==> src/rtl/rletga_pkg.sv <==
`default_nettype none

package rletga_pkg;

  // Widths of the counters, registers and result fields
  localparam int unsigned TotalWidth     = 40;
  localparam int unsigned ByteWidth      = 8;
  localparam int unsigned RatioWidth     = 16;
  localparam int unsigned LimitWidth     = 32;
  localparam int unsigned CfgIdxWidth    = 2;
  localparam int unsigned CountWidth     = 2;
  localparam int unsigned StatusWidth    = 2;
  // Span length and run length, at most 128
  localparam int unsigned LenWidth       = 8;
  localparam int unsigned BytesPerResult = 2;

  // Limit compare runs at the wider of the total and the limit
  localparam int unsigned CmpWidth  = (TotalWidth > LimitWidth) ? TotalWidth : LimitWidth;
  // Input total times ratio is built from two half-width partial products
  localparam int unsigned LoWidth   = TotalWidth / 2;
  localparam int unsigned HiWidth   = TotalWidth - LoWidth;
  localparam int unsigned PLoWidth  = LoWidth + RatioWidth;
  localparam int unsigned PHiWidth  = HiWidth + RatioWidth;
  localparam int unsigned ProdWidth = TotalWidth + RatioWidth;

  // PackBits no-op control byte
  localparam logic [ByteWidth-1:0] PbNoop = 8'h80;

  typedef enum logic [CfgIdxWidth-1:0] {
    CFG_FORMAT    = 2'd0,
    CFG_OUT_LIMIT = 2'd1,
    CFG_RATIO     = 2'd2
  } cfg_idx_e;

  typedef enum logic {
    FMT_PACKBITS = 1'b0,
    FMT_TARGA    = 1'b1
  } format_e;

  typedef enum logic [StatusWidth-1:0] {
    STAT_OK    = 2'd0,
    STAT_LIMIT = 2'd1,
    STAT_RATIO = 2'd2
  } status_e;

  typedef enum logic [1:0] {
    PH_CONTROL = 2'd0,
    PH_LITERAL = 2'd1,
    PH_RUN     = 2'd2
  } phase_e;

  // What the byte at the input does, given the current state
  typedef enum logic [2:0] {
    KIND_CONTROL = 3'd0,
    KIND_LITERAL = 3'd1,
    KIND_RUN     = 3'd2,
    KIND_ERROR   = 3'd3,
    KIND_LIMIT   = 3'd4
  } kind_e;

  // Controller to datapath
  typedef struct packed {
    logic accept;     // input transfer this cycle
    logic ratio_chk;  // resolve ratio check and final status
    logic emit;       // load next result into the output register
  } ctl_cmd_t;

  // Datapath to controller
  typedef struct packed {
    kind_e kind;
    logic  out_free;   // output register can take a result this cycle
    logic  emit_last;  // next result loaded is the final one
  } dp_stat_t;

endpackage

`default_nettype wire

==> src/rtl/rletga_ctrl.sv <==
`default_nettype none

module rletga_ctrl (
  input  wire                       clk_i,
  input  wire                       rst_ni,
  input  wire                       in_valid_i,
  output logic                      in_stall_o,
  input  rletga_pkg::dp_stat_t      stat_i,
  output rletga_pkg::ctl_cmd_t      cmd_o
);
  import rletga_pkg::*;

  typedef enum logic [3:0] {
    S_IDLE = 4'b0001,
    S_MUL  = 4'b0010,
    S_CMP  = 4'b0100,
    S_EMIT = 4'b1000
  } state_e;

  state_e state_q, state_d;

  // Next state and commands
  always_comb begin
    state_d       = state_q;
    cmd_o         = '0;
    in_stall_o    = 1'b1;
    case (state_q)
      S_IDLE: begin
        in_stall_o   = 1'b0;
        cmd_o.accept = in_valid_i;
        if (in_valid_i) begin
          case (stat_i.kind)
            KIND_CONTROL: state_d = S_IDLE;
            KIND_LITERAL: state_d = S_MUL;
            KIND_RUN:     state_d = S_MUL;
            default:      state_d = S_EMIT;
          endcase
        end
      end
      S_MUL: begin
        state_d = S_CMP;
      end
      S_CMP: begin
        cmd_o.ratio_chk = 1'b1;
        state_d         = S_EMIT;
      end
      S_EMIT: begin
        cmd_o.emit = stat_i.out_free;
        if (stat_i.out_free && stat_i.emit_last) begin
          state_d = S_IDLE;
        end
      end
      default: begin
        state_d = S_IDLE;
      end
    endcase
  end

  always_ff @(posedge clk_i or negedge rst_ni) begin
    if (!rst_ni) begin
      state_q <= S_IDLE;
    end else begin
      state_q <= state_d;
    end
  end

endmodule

`default_nettype wire

==> src/rtl/rletga_dpath.sv <==
`default_nettype none

module rletga_dpath (
  input  wire                                    clk_i,
  input  wire                                    rst_ni,
  input  wire                                    cfg_valid_i,
  input  wire  [rletga_pkg::CfgIdxWidth-1:0]     cfg_index_i,
  input  wire  [rletga_pkg::LimitWidth-1:0]      cfg_data_i,
  input  wire  [rletga_pkg::ByteWidth-1:0]       in_byte_i,
  input  rletga_pkg::ctl_cmd_t                   cmd_i,
  output rletga_pkg::dp_stat_t                   stat_o,
  input  wire                                    out_stall_i,
  output logic                                   out_valid_o,
  output logic [rletga_pkg::ByteWidth-1:0]       out_byte_first_o,
  output logic [rletga_pkg::ByteWidth-1:0]       out_byte_second_o,
  output logic [rletga_pkg::CountWidth-1:0]      byte_count_o,
  output logic [rletga_pkg::StatusWidth-1:0]     status_o,
  output logic                                   last_o
);
  import rletga_pkg::*;

  function automatic logic [TotalWidth-1:0] sat_add(input logic [TotalWidth-1:0] a,
                                                    input logic [LenWidth-1:0]   b);
    logic [TotalWidth:0] s;
    s = {1'b0, a} + (TotalWidth + 1)'(b);
    sat_add = s[TotalWidth] ? '1 : s[TotalWidth-1:0];
  endfunction

  // Configuration
  format_e                 format_q;
  logic [LimitWidth-1:0]   out_limit_q;
  logic [RatioWidth-1:0]   ratio_q;

  // Decoder state
  phase_e                  phase_q, phase_d;
  logic [LenWidth-1:0]     pending_q, pending_d;
  logic [TotalWidth-1:0]   in_total_q, in_total_d;
  logic [TotalWidth-1:0]   out_total_q, out_total_d;
  status_e                 err_q, err_d;

  // Per-item work registers
  logic [ByteWidth-1:0]    run_val_q, run_val_d;
  logic [LenWidth-1:0]     emit_rem_q, emit_rem_d;
  status_e                 fin_st_q, fin_st_d;
  logic                    trunc_q, trunc_d;
  logic [PLoWidth-1:0]     prod_lo_q;
  logic [PHiWidth-1:0]     prod_hi_q;

  // Output register
  logic                    out_valid_q, out_valid_d;
  logic [ByteWidth-1:0]    out_first_q, out_first_d;
  logic [ByteWidth-1:0]    out_second_q, out_second_d;
  logic [CountWidth-1:0]   out_cnt_q, out_cnt_d;
  status_e                 out_st_q, out_st_d;
  logic                    out_last_q, out_last_d;

  // Combinational terms
  logic                    limit_on;
  logic                    limit_hit;
  logic [CmpWidth-1:0]     remain;
  logic                    trunc;
  logic [LenWidth-1:0]     run_len;
  kind_e                   kind;
  logic [ProdWidth-1:0]    prod_sum;
  logic                    ratio_bad;
  logic [CountWidth-1:0]   emit_cnt;
  logic                    emit_last;
  logic                    out_free;

  // Output budget against the limit
  assign limit_on  = (out_limit_q != '0);
  assign limit_hit = limit_on && (CmpWidth'(out_total_q) >= CmpWidth'(out_limit_q));
  assign remain    = CmpWidth'(out_limit_q) - CmpWidth'(out_total_q);
  assign trunc     = limit_on && !limit_hit && (CmpWidth'(pending_q) > remain);
  assign run_len   = trunc ? remain[LenWidth-1:0] : pending_q;

  // Classify the byte at the input
  always_comb begin
    if (err_q != STAT_OK) begin
      kind = KIND_ERROR;
    end else begin
      case (phase_q)
        PH_LITERAL: kind = limit_hit ? KIND_LIMIT : KIND_LITERAL;
        PH_RUN:     kind = limit_hit ? KIND_LIMIT : KIND_RUN;
        default:    kind = KIND_CONTROL;
      endcase
    end
  end

  // Expansion check: output total above input total times ratio
  assign prod_sum  = ProdWidth'(prod_lo_q) + (ProdWidth'(prod_hi_q) << LoWidth);
  assign ratio_bad = (ratio_q != '0) && (out_total_q != '0) &&
                     (ProdWidth'(out_total_q) > prod_sum);

  // Result slicing
  assign emit_cnt  = (emit_rem_q >= LenWidth'(BytesPerResult)) ?
                     CountWidth'(BytesPerResult) : emit_rem_q[CountWidth-1:0];
  assign emit_last = (emit_rem_q <= LenWidth'(BytesPerResult));
  assign out_free  = !out_valid_q || !out_stall_i;

  assign stat_o.kind      = kind;
  assign stat_o.out_free  = out_free;
  assign stat_o.emit_last = emit_last;

  // Decoder state update
  always_comb begin
    phase_d     = phase_q;
    pending_d   = pending_q;
    in_total_d  = in_total_q;
    out_total_d = out_total_q;
    err_d       = err_q;
    run_val_d   = run_val_q;
    emit_rem_d  = emit_rem_q;
    fin_st_d    = fin_st_q;
    trunc_d     = trunc_q;

    if (cmd_i.accept) begin
      if (kind != KIND_ERROR) begin
        in_total_d = sat_add(in_total_q, LenWidth'(1));
      end
      case (kind)
        KIND_ERROR: begin
          fin_st_d   = err_q;
          emit_rem_d = '0;
        end
        KIND_LIMIT: begin
          err_d      = STAT_LIMIT;
          fin_st_d   = STAT_LIMIT;
          emit_rem_d = '0;
        end
        KIND_LITERAL: begin
          out_total_d = sat_add(out_total_q, LenWidth'(1));
          if (pending_q != '0) begin
            pending_d = pending_q - LenWidth'(1);
          end
          if (pending_q <= LenWidth'(1)) begin
            phase_d = PH_CONTROL;
          end
          run_val_d  = in_byte_i;
          emit_rem_d = LenWidth'(1);
          trunc_d    = 1'b0;
        end
        KIND_RUN: begin
          out_total_d = sat_add(out_total_q, run_len);
          pending_d   = pending_q - run_len;
          if (pending_q == run_len) begin
            phase_d = PH_CONTROL;
          end
          run_val_d  = in_byte_i;
          emit_rem_d = run_len;
          trunc_d    = trunc;
        end
        default: begin
          // control byte: set up the next span
          if (format_q == FMT_PACKBITS) begin
            if (!in_byte_i[ByteWidth-1]) begin
              phase_d   = PH_LITERAL;
              pending_d = in_byte_i + LenWidth'(1);
            end else if (in_byte_i == PbNoop) begin
              phase_d = PH_CONTROL;
            end else begin
              phase_d   = PH_RUN;
              pending_d = LenWidth'((ByteWidth + 1)'(257) - {1'b0, in_byte_i});
            end
          end else begin
            pending_d = LenWidth'(in_byte_i[ByteWidth-2:0]) + LenWidth'(1);
            phase_d   = in_byte_i[ByteWidth-1] ? PH_RUN : PH_LITERAL;
          end
        end
      endcase
    end

    // Final status of a literal or run; ratio failure wins over truncation
    if (cmd_i.ratio_chk) begin
      if (ratio_bad) begin
        err_d    = STAT_RATIO;
        fin_st_d = STAT_RATIO;
      end else if (trunc_q) begin
        err_d    = STAT_LIMIT;
        fin_st_d = STAT_LIMIT;
      end else begin
        fin_st_d = STAT_OK;
      end
    end

    if (cmd_i.emit) begin
      emit_rem_d = emit_rem_q - LenWidth'(emit_cnt);
    end
  end

  // Output register
  always_comb begin
    out_valid_d  = out_valid_q;
    out_first_d  = out_first_q;
    out_second_d = out_second_q;
    out_cnt_d    = out_cnt_q;
    out_st_d     = out_st_q;
    out_last_d   = out_last_q;
    if (cmd_i.emit) begin
      out_valid_d  = 1'b1;
      out_cnt_d    = emit_cnt;
      out_first_d  = (emit_cnt != '0) ? run_val_q : '0;
      out_second_d = (emit_cnt == CountWidth'(BytesPerResult)) ? run_val_q : '0;
      out_st_d     = emit_last ? fin_st_q : STAT_OK;
      out_last_d   = emit_last;
    end else if (!out_stall_i) begin
      out_valid_d = 1'b0;
    end
  end

  // Configuration writes
  always_ff @(posedge clk_i or negedge rst_ni) begin
    if (!rst_ni) begin
      format_q    <= FMT_PACKBITS;
      out_limit_q <= '0;
      ratio_q     <= '0;
    end else if (cfg_valid_i) begin
      case (cfg_index_i)
        CFG_FORMAT:    format_q    <= format_e'(cfg_data_i[0]);
        CFG_OUT_LIMIT: out_limit_q <= cfg_data_i;
        CFG_RATIO:     ratio_q     <= cfg_data_i[RatioWidth-1:0];
        default:       ;
      endcase
    end
  end

  // Control state
  always_ff @(posedge clk_i or negedge rst_ni) begin
    if (!rst_ni) begin
      phase_q     <= PH_CONTROL;
      pending_q   <= '0;
      in_total_q  <= '0;
      out_total_q <= '0;
      err_q       <= STAT_OK;
      out_valid_q <= 1'b0;
    end else begin
      phase_q     <= phase_d;
      pending_q   <= pending_d;
      in_total_q  <= in_total_d;
      out_total_q <= out_total_d;
      err_q       <= err_d;
      out_valid_q <= out_valid_d;
    end
  end

  // Payload and work registers; partial products track the input total
  always_ff @(posedge clk_i) begin
    run_val_q    <= run_val_d;
    emit_rem_q   <= emit_rem_d;
    fin_st_q     <= fin_st_d;
    trunc_q      <= trunc_d;
    prod_lo_q    <= PLoWidth'(in_total_q[LoWidth-1:0]) * PLoWidth'(ratio_q);
    prod_hi_q    <= PHiWidth'(in_total_q[TotalWidth-1:LoWidth]) * PHiWidth'(ratio_q);
    out_first_q  <= out_first_d;
    out_second_q <= out_second_d;
    out_cnt_q    <= out_cnt_d;
    out_st_q     <= out_st_d;
    out_last_q   <= out_last_d;
  end

  assign out_valid_o       = out_valid_q;
  assign out_byte_first_o  = out_first_q;
  assign out_byte_second_o = out_second_q;
  assign byte_count_o      = out_cnt_q;
  assign status_o          = out_st_q;
  assign last_o            = out_last_q;

endmodule

`default_nettype wire

==> src/rtl/rle_packbits_tga_decoder_core.sv <==
// Control byte: taken, gives no result. Literal byte: take, multiply, ratio compare,
// load output register. Run data byte of length n: the same steps, then ceil(n/2)
// results of up to two bytes, one per cycle while the output is not stalled, set by
// the single output register; error and limit-reached bytes skip to loading that register.
// Reset is asynchronous, active low: clears state, counters, error and configuration
// at once, with no clearing pass.
`default_nettype none

module rle_packbits_tga_decoder_core (
  input  wire                                    clk_i,
  input  wire                                    rst_ni,
  input  wire                                    cfg_valid_i,
  output logic                                   cfg_ready_o,
  input  wire  [rletga_pkg::CfgIdxWidth-1:0]     cfg_index_i,
  input  wire  [rletga_pkg::LimitWidth-1:0]      cfg_data_i,
  input  wire                                    in_valid_i,
  output logic                                   in_stall_o,
  input  wire  [rletga_pkg::ByteWidth-1:0]       in_byte_i,
  output logic                                   out_valid_o,
  input  wire                                    out_stall_i,
  output logic [rletga_pkg::ByteWidth-1:0]       out_byte_first_o,
  output logic [rletga_pkg::ByteWidth-1:0]       out_byte_second_o,
  output logic [rletga_pkg::CountWidth-1:0]      byte_count_o,
  output logic [rletga_pkg::StatusWidth-1:0]     status_o,
  output logic                                   last_o
);
  import rletga_pkg::*;

  ctl_cmd_t cmd;
  dp_stat_t stat;

  // Registers accept a write on any cycle
  assign cfg_ready_o = 1'b1;

  rletga_ctrl u_ctrl (
    .clk_i      (clk_i),
    .rst_ni     (rst_ni),
    .in_valid_i (in_valid_i),
    .in_stall_o (in_stall_o),
    .stat_i     (stat),
    .cmd_o      (cmd)
  );

  rletga_dpath u_dpath (
    .clk_i             (clk_i),
    .rst_ni            (rst_ni),
    .cfg_valid_i       (cfg_valid_i),
    .cfg_index_i       (cfg_index_i),
    .cfg_data_i        (cfg_data_i),
    .in_byte_i         (in_byte_i),
    .cmd_i             (cmd),
    .stat_o            (stat),
    .out_stall_i       (out_stall_i),
    .out_valid_o       (out_valid_o),
    .out_byte_first_o  (out_byte_first_o),
    .out_byte_second_o (out_byte_second_o),
    .byte_count_o      (byte_count_o),
    .status_o          (status_o),
    .last_o            (last_o)
  );

endmodule

`default_nettype wire

==> config.mk <==
export PLATFORM = sky130hd
export DESIGN_NAME = rle_packbits_tga_decoder_core
export DESIGN_NICKNAME = d
export VERILOG_FILES = /design/src/rtl/rletga_pkg.sv /design/src/rtl/rletga_ctrl.sv /design/src/rtl/rletga_dpath.sv /design/src/rtl/rle_packbits_tga_decoder_core.sv
export SDC_FILE = /design/constraint.sdc
export NUM_CORES = 2
export LEC_CHECK = 0
export BUFFER_PORTS_ARGS = -buffer_cell sky130_fd_sc_hd__buf_2
export CORE_ASPECT_RATIO = 0.7
export CORE_MARGIN = 4
export CORE_UTILIZATION = 46
export CTS_CLUSTER_DIAMETER = 100
export DETAILED_ROUTE_END_ITERATION = 12
export PLACE_DENSITY = 0.68
export SYNTH_ARGS = -nofsm -noshare
export SYNTH_HDL_FRONTEND = slang
export SYNTH_SLANG_ARGS = --single-unit
==> constraint.sdc <==
create_clock -name clk_i -period 8.48 [get_ports clk_i]
set_input_delay 0.424 -clock clk_i [delete_from_list [all_inputs] [get_ports clk_i]]
set_output_delay 0.424 -clock clk_i [all_outputs]
set_load 0.02 [all_outputs]
==> flow_summary.yaml <==
floorplanning:
  fp.dieW_um: 347
  start_util_pct: 46.7
  core_area_um2: 79100
  die_h_um: 245
  num_io_pins: 71
  dieArea_um2: 84900
  num_rows: 86
clock_tree:
  cts_buffers: 29
  root_buffer: "clkbuf_16"
  post_cts_buffers: 0
  cts_buffer_depth: 3
  htreeDepth: 1
  clk_pin_slew_ns: 0.07
  cts_tree: "done"
  cts_sinks: 258
  clock_latency_ns: 0.59
timing:
  rsz0062_at_grt: "no"
  fin_crit_sh_pct: 93.2
  whs_ns: 0.0624
  hold_viol_final: 0
  fin_tns_setup_ns: 0
  relSlewSlack_pct: 19.8
  max_freq_mhz: 126
  worst_slack_ns: 0.574
  finalMaxSlewViolations: 0
  fin_crit_ns: 7.91
  worst_pin_slew_ns: 1.17
  setup_violations: 0
  skew_ns: 0.0140
yosys:
  yosysTopAreaCellShare_pct: 27.3
  synth.largest_area_cell: "fa_1"
  synth_seq_cells: 258
  netlist_top_cells_count: "630 x inv_1, 621 x nand2_1, 504 x fa_1"
  synth_ff_type: "dfrtp_1"
  async_flop_share_pct: 56.6
  seq_area_frac_synth_pct: 17.1
  synth.area.top_cells: "fa_1 27%, ha_1 11%, dfrtp_1 9.8%"
  synth.most_common_cell: "inv_1"
  synth_edf_count: 40
  syn_area_um2: 36900
  yosysUniqueCellTypes: 92
  avgSynthCellArea_um2: 8.77
  yosysWarnings: 0
  synthCells: 4210
worst_setup_path:
  crit_cells: 31
  required_ns: 8.99
  reg2reg_depth: 31
  rr_endpoint: "u_dpath.out_total_q[31]"
  arrival_ns: 8.42
  cp_slowest_cell: "nor4_1"
  path_buf_inv: 6
  r2r_slack_ns: 0.57
  slowest_delay_ns: 0.74
  worstSetupEndpointType: "flip-flop"
  r2r_start: "u_dpath.out_total_q[1]"
  critPathTopFamily: "compound AO/OA/AOI/OAI gates"
  critPathKind: "reg2reg"
  crit_top_cell: "inv_1"
  start_kind: "flip-flop"
  cp_max_fo: 7
placement:
  hpwl_mm: 82.9
  io_buffer_count: 69
  place_congestion: 0.942
  placedCellCount: 5193
  pre_cts_slack_ns: 0.632
global_route:
  grt-busiest-layer: "met1"
  use_met2_pct: 34.1
  overflow: 0
  use_met3_pct: 7.12
  antenna_found_initial: 1
  grtUsageMet1_pct: 39.1
  grt_use_total_pct: 24.9
  grt_max_degree: 93
  grt_pass1_vias: 29200
  grt_pass1_wl_mm: 169
routing:
  drt-initial-drc-count: 2742
  drc_errors: 0
  wl_per_cell_um: 20.1
  vias_per_cell: 5.67
  ant_nets: 0
  vias: 29800
  totalWireLength_mm: 106
  dr.pass1.iters: 7
final_layout:
  final_util_pct: 49.9
  drive_gt1_share_pct: 7.01
  n_antenna_cell: 0
  nets: 5059
  fill_cells: 7403
  final_cells: 5248
  area_delta_synth_final_pct: 6.93
min_path:
  min_path_cells: 2
  hold_path.class: "in2reg"
  hold_start: "cfg_data_i[21]"
  hold_end: "u_dpath.out_limit_q[21]"
power_and_ir_drop:
  p_sw_uw: 4050
  powerDensity_nw_per_um2: 211
  seqPwrFrac_pct: 22.8
  power.internal_uw: 4270
  pwr-share-clk_pct: 17.8
  cellLeakagePower_uw: 0.0198
  pwr-share-comb_pct: 59.4
  switching_share_pct: 48.7
  irDropWorstVdd_mv: 0.228
run:
  cap_violations: 0
status:
  status: "complete, no violations"
worst max path at each step:
stage                                 from                 endpoint  slack, ns
floorplan           u_dpath.out_total_q[1]  u_dpath.out_total_q[29]       1.60
global placement    u_dpath.out_total_q[1]  u_dpath.out_total_q[34]       0.78
detailed placement  u_dpath.out_total_q[1]  u_dpath.out_total_q[34]       0.63
CTS                 u_dpath.out_total_q[1]  u_dpath.out_total_q[34]       0.58
global route        u_dpath.out_total_q[1]  u_dpath.out_total_q[34]       0.04
finish              u_dpath.out_total_q[1]  u_dpath.out_total_q[31]       0.57
kinds of logic (layout without fill, tap and decap cells):
kind of cell | count (synthesis) | in the layout | synth area share [%]
AND/OR/NAND/NOR | 1407 | 1407 | 18.6
buffers and inverters | 850 | 831 | 8.69
adder cells (fa/ha/maj) | 844 | 844 | 38.8
AO/OA/AOI/OAI | 634 | 634 | 11.3
flip-flops | 258 | 258 | 17.1
XOR/XNOR | 147 | 147 | 3.49
multiplexers | 69 | 69 | 2.06
other | 1 | 2 | 0.0102
per-layer routing:
layer  up-vias  part of all wire, %  wire, um
li1      13600                    -         -
met1     14700                   48     50600
met2      1320                   39     41600
met3       119                   11     11500
met4         0                  1.7      1790
met5         -                    0         0
power by group through the flow:
stage	Combinational (uW)	Sequential, uW	Clock [uW]
2_1_floorplan	3480	1710	0
5_1_grt	5530	1930	1550
3_5_place_dp	4780	1900	0
3_3_place_gp	4800	1900	0
6_report	4940	1900	1480
4_1_cts	4860	1880	1500
what timing repair did:
item	CTS	global route
setup endpoints to repair	0	14
hold buffers	1	0
hold endpoints to repair	27	0
resized for setup	0	2
layout make-up:
type | count | area, um2 | area share [%]
clock inverter | 19 | 272 | 0.688
sequential | 258 | 6300 | 16.0
inverter | 630 | 2360 | 5.99
timing repair buffer | 147 | 952 | 2.41
tap | 1056 | 1320 | 3.35
clock buffer | 35 | 842 | 2.13
multi-input combinational | 3103 | 27400 | 69.5
flip-flops by register name, summed over array words and instances (netlist names), 16 cells and up:
signal,count
u_dpath.out_total_q,40
u_dpath.prod_lo_q,36
u_dpath.prod_hi_q,36
u_dpath.out_limit_q,32
u_dpath.in_total_q,40
u_dpath.ratio_q,16
placed cells by master, fill, tap and decap left out, types with 39 or more instances in the layout:
cell,count
a21o_1,96
a21oi_1,171
and2_1,241
and3_1,42
buf_2,68
buf_4,76
dfrtp_1,145
dfxtp_1,72
edfxtp_1,40
fa_1,504
ha_1,339
inv_1,630
mux2_2,54
nand2_1,621
nand3_1,88
nand4_1,55
nor2_1,139
nor3_1,42
nor4_1,39
o21ai_0,122
xnor2_1,94
xor2_1,53
stage by stage:
step / instance area [um2] / power, uW
floorplan: 36900 / 5190
global placement: 38300 / 6690
detailed placement: 38300 / 6680
CTS: 39500 / 8250
global route: 39500 / 9010
finish: 39500 / 8320
No activity file was read; power rests on OpenSTA's default activity.
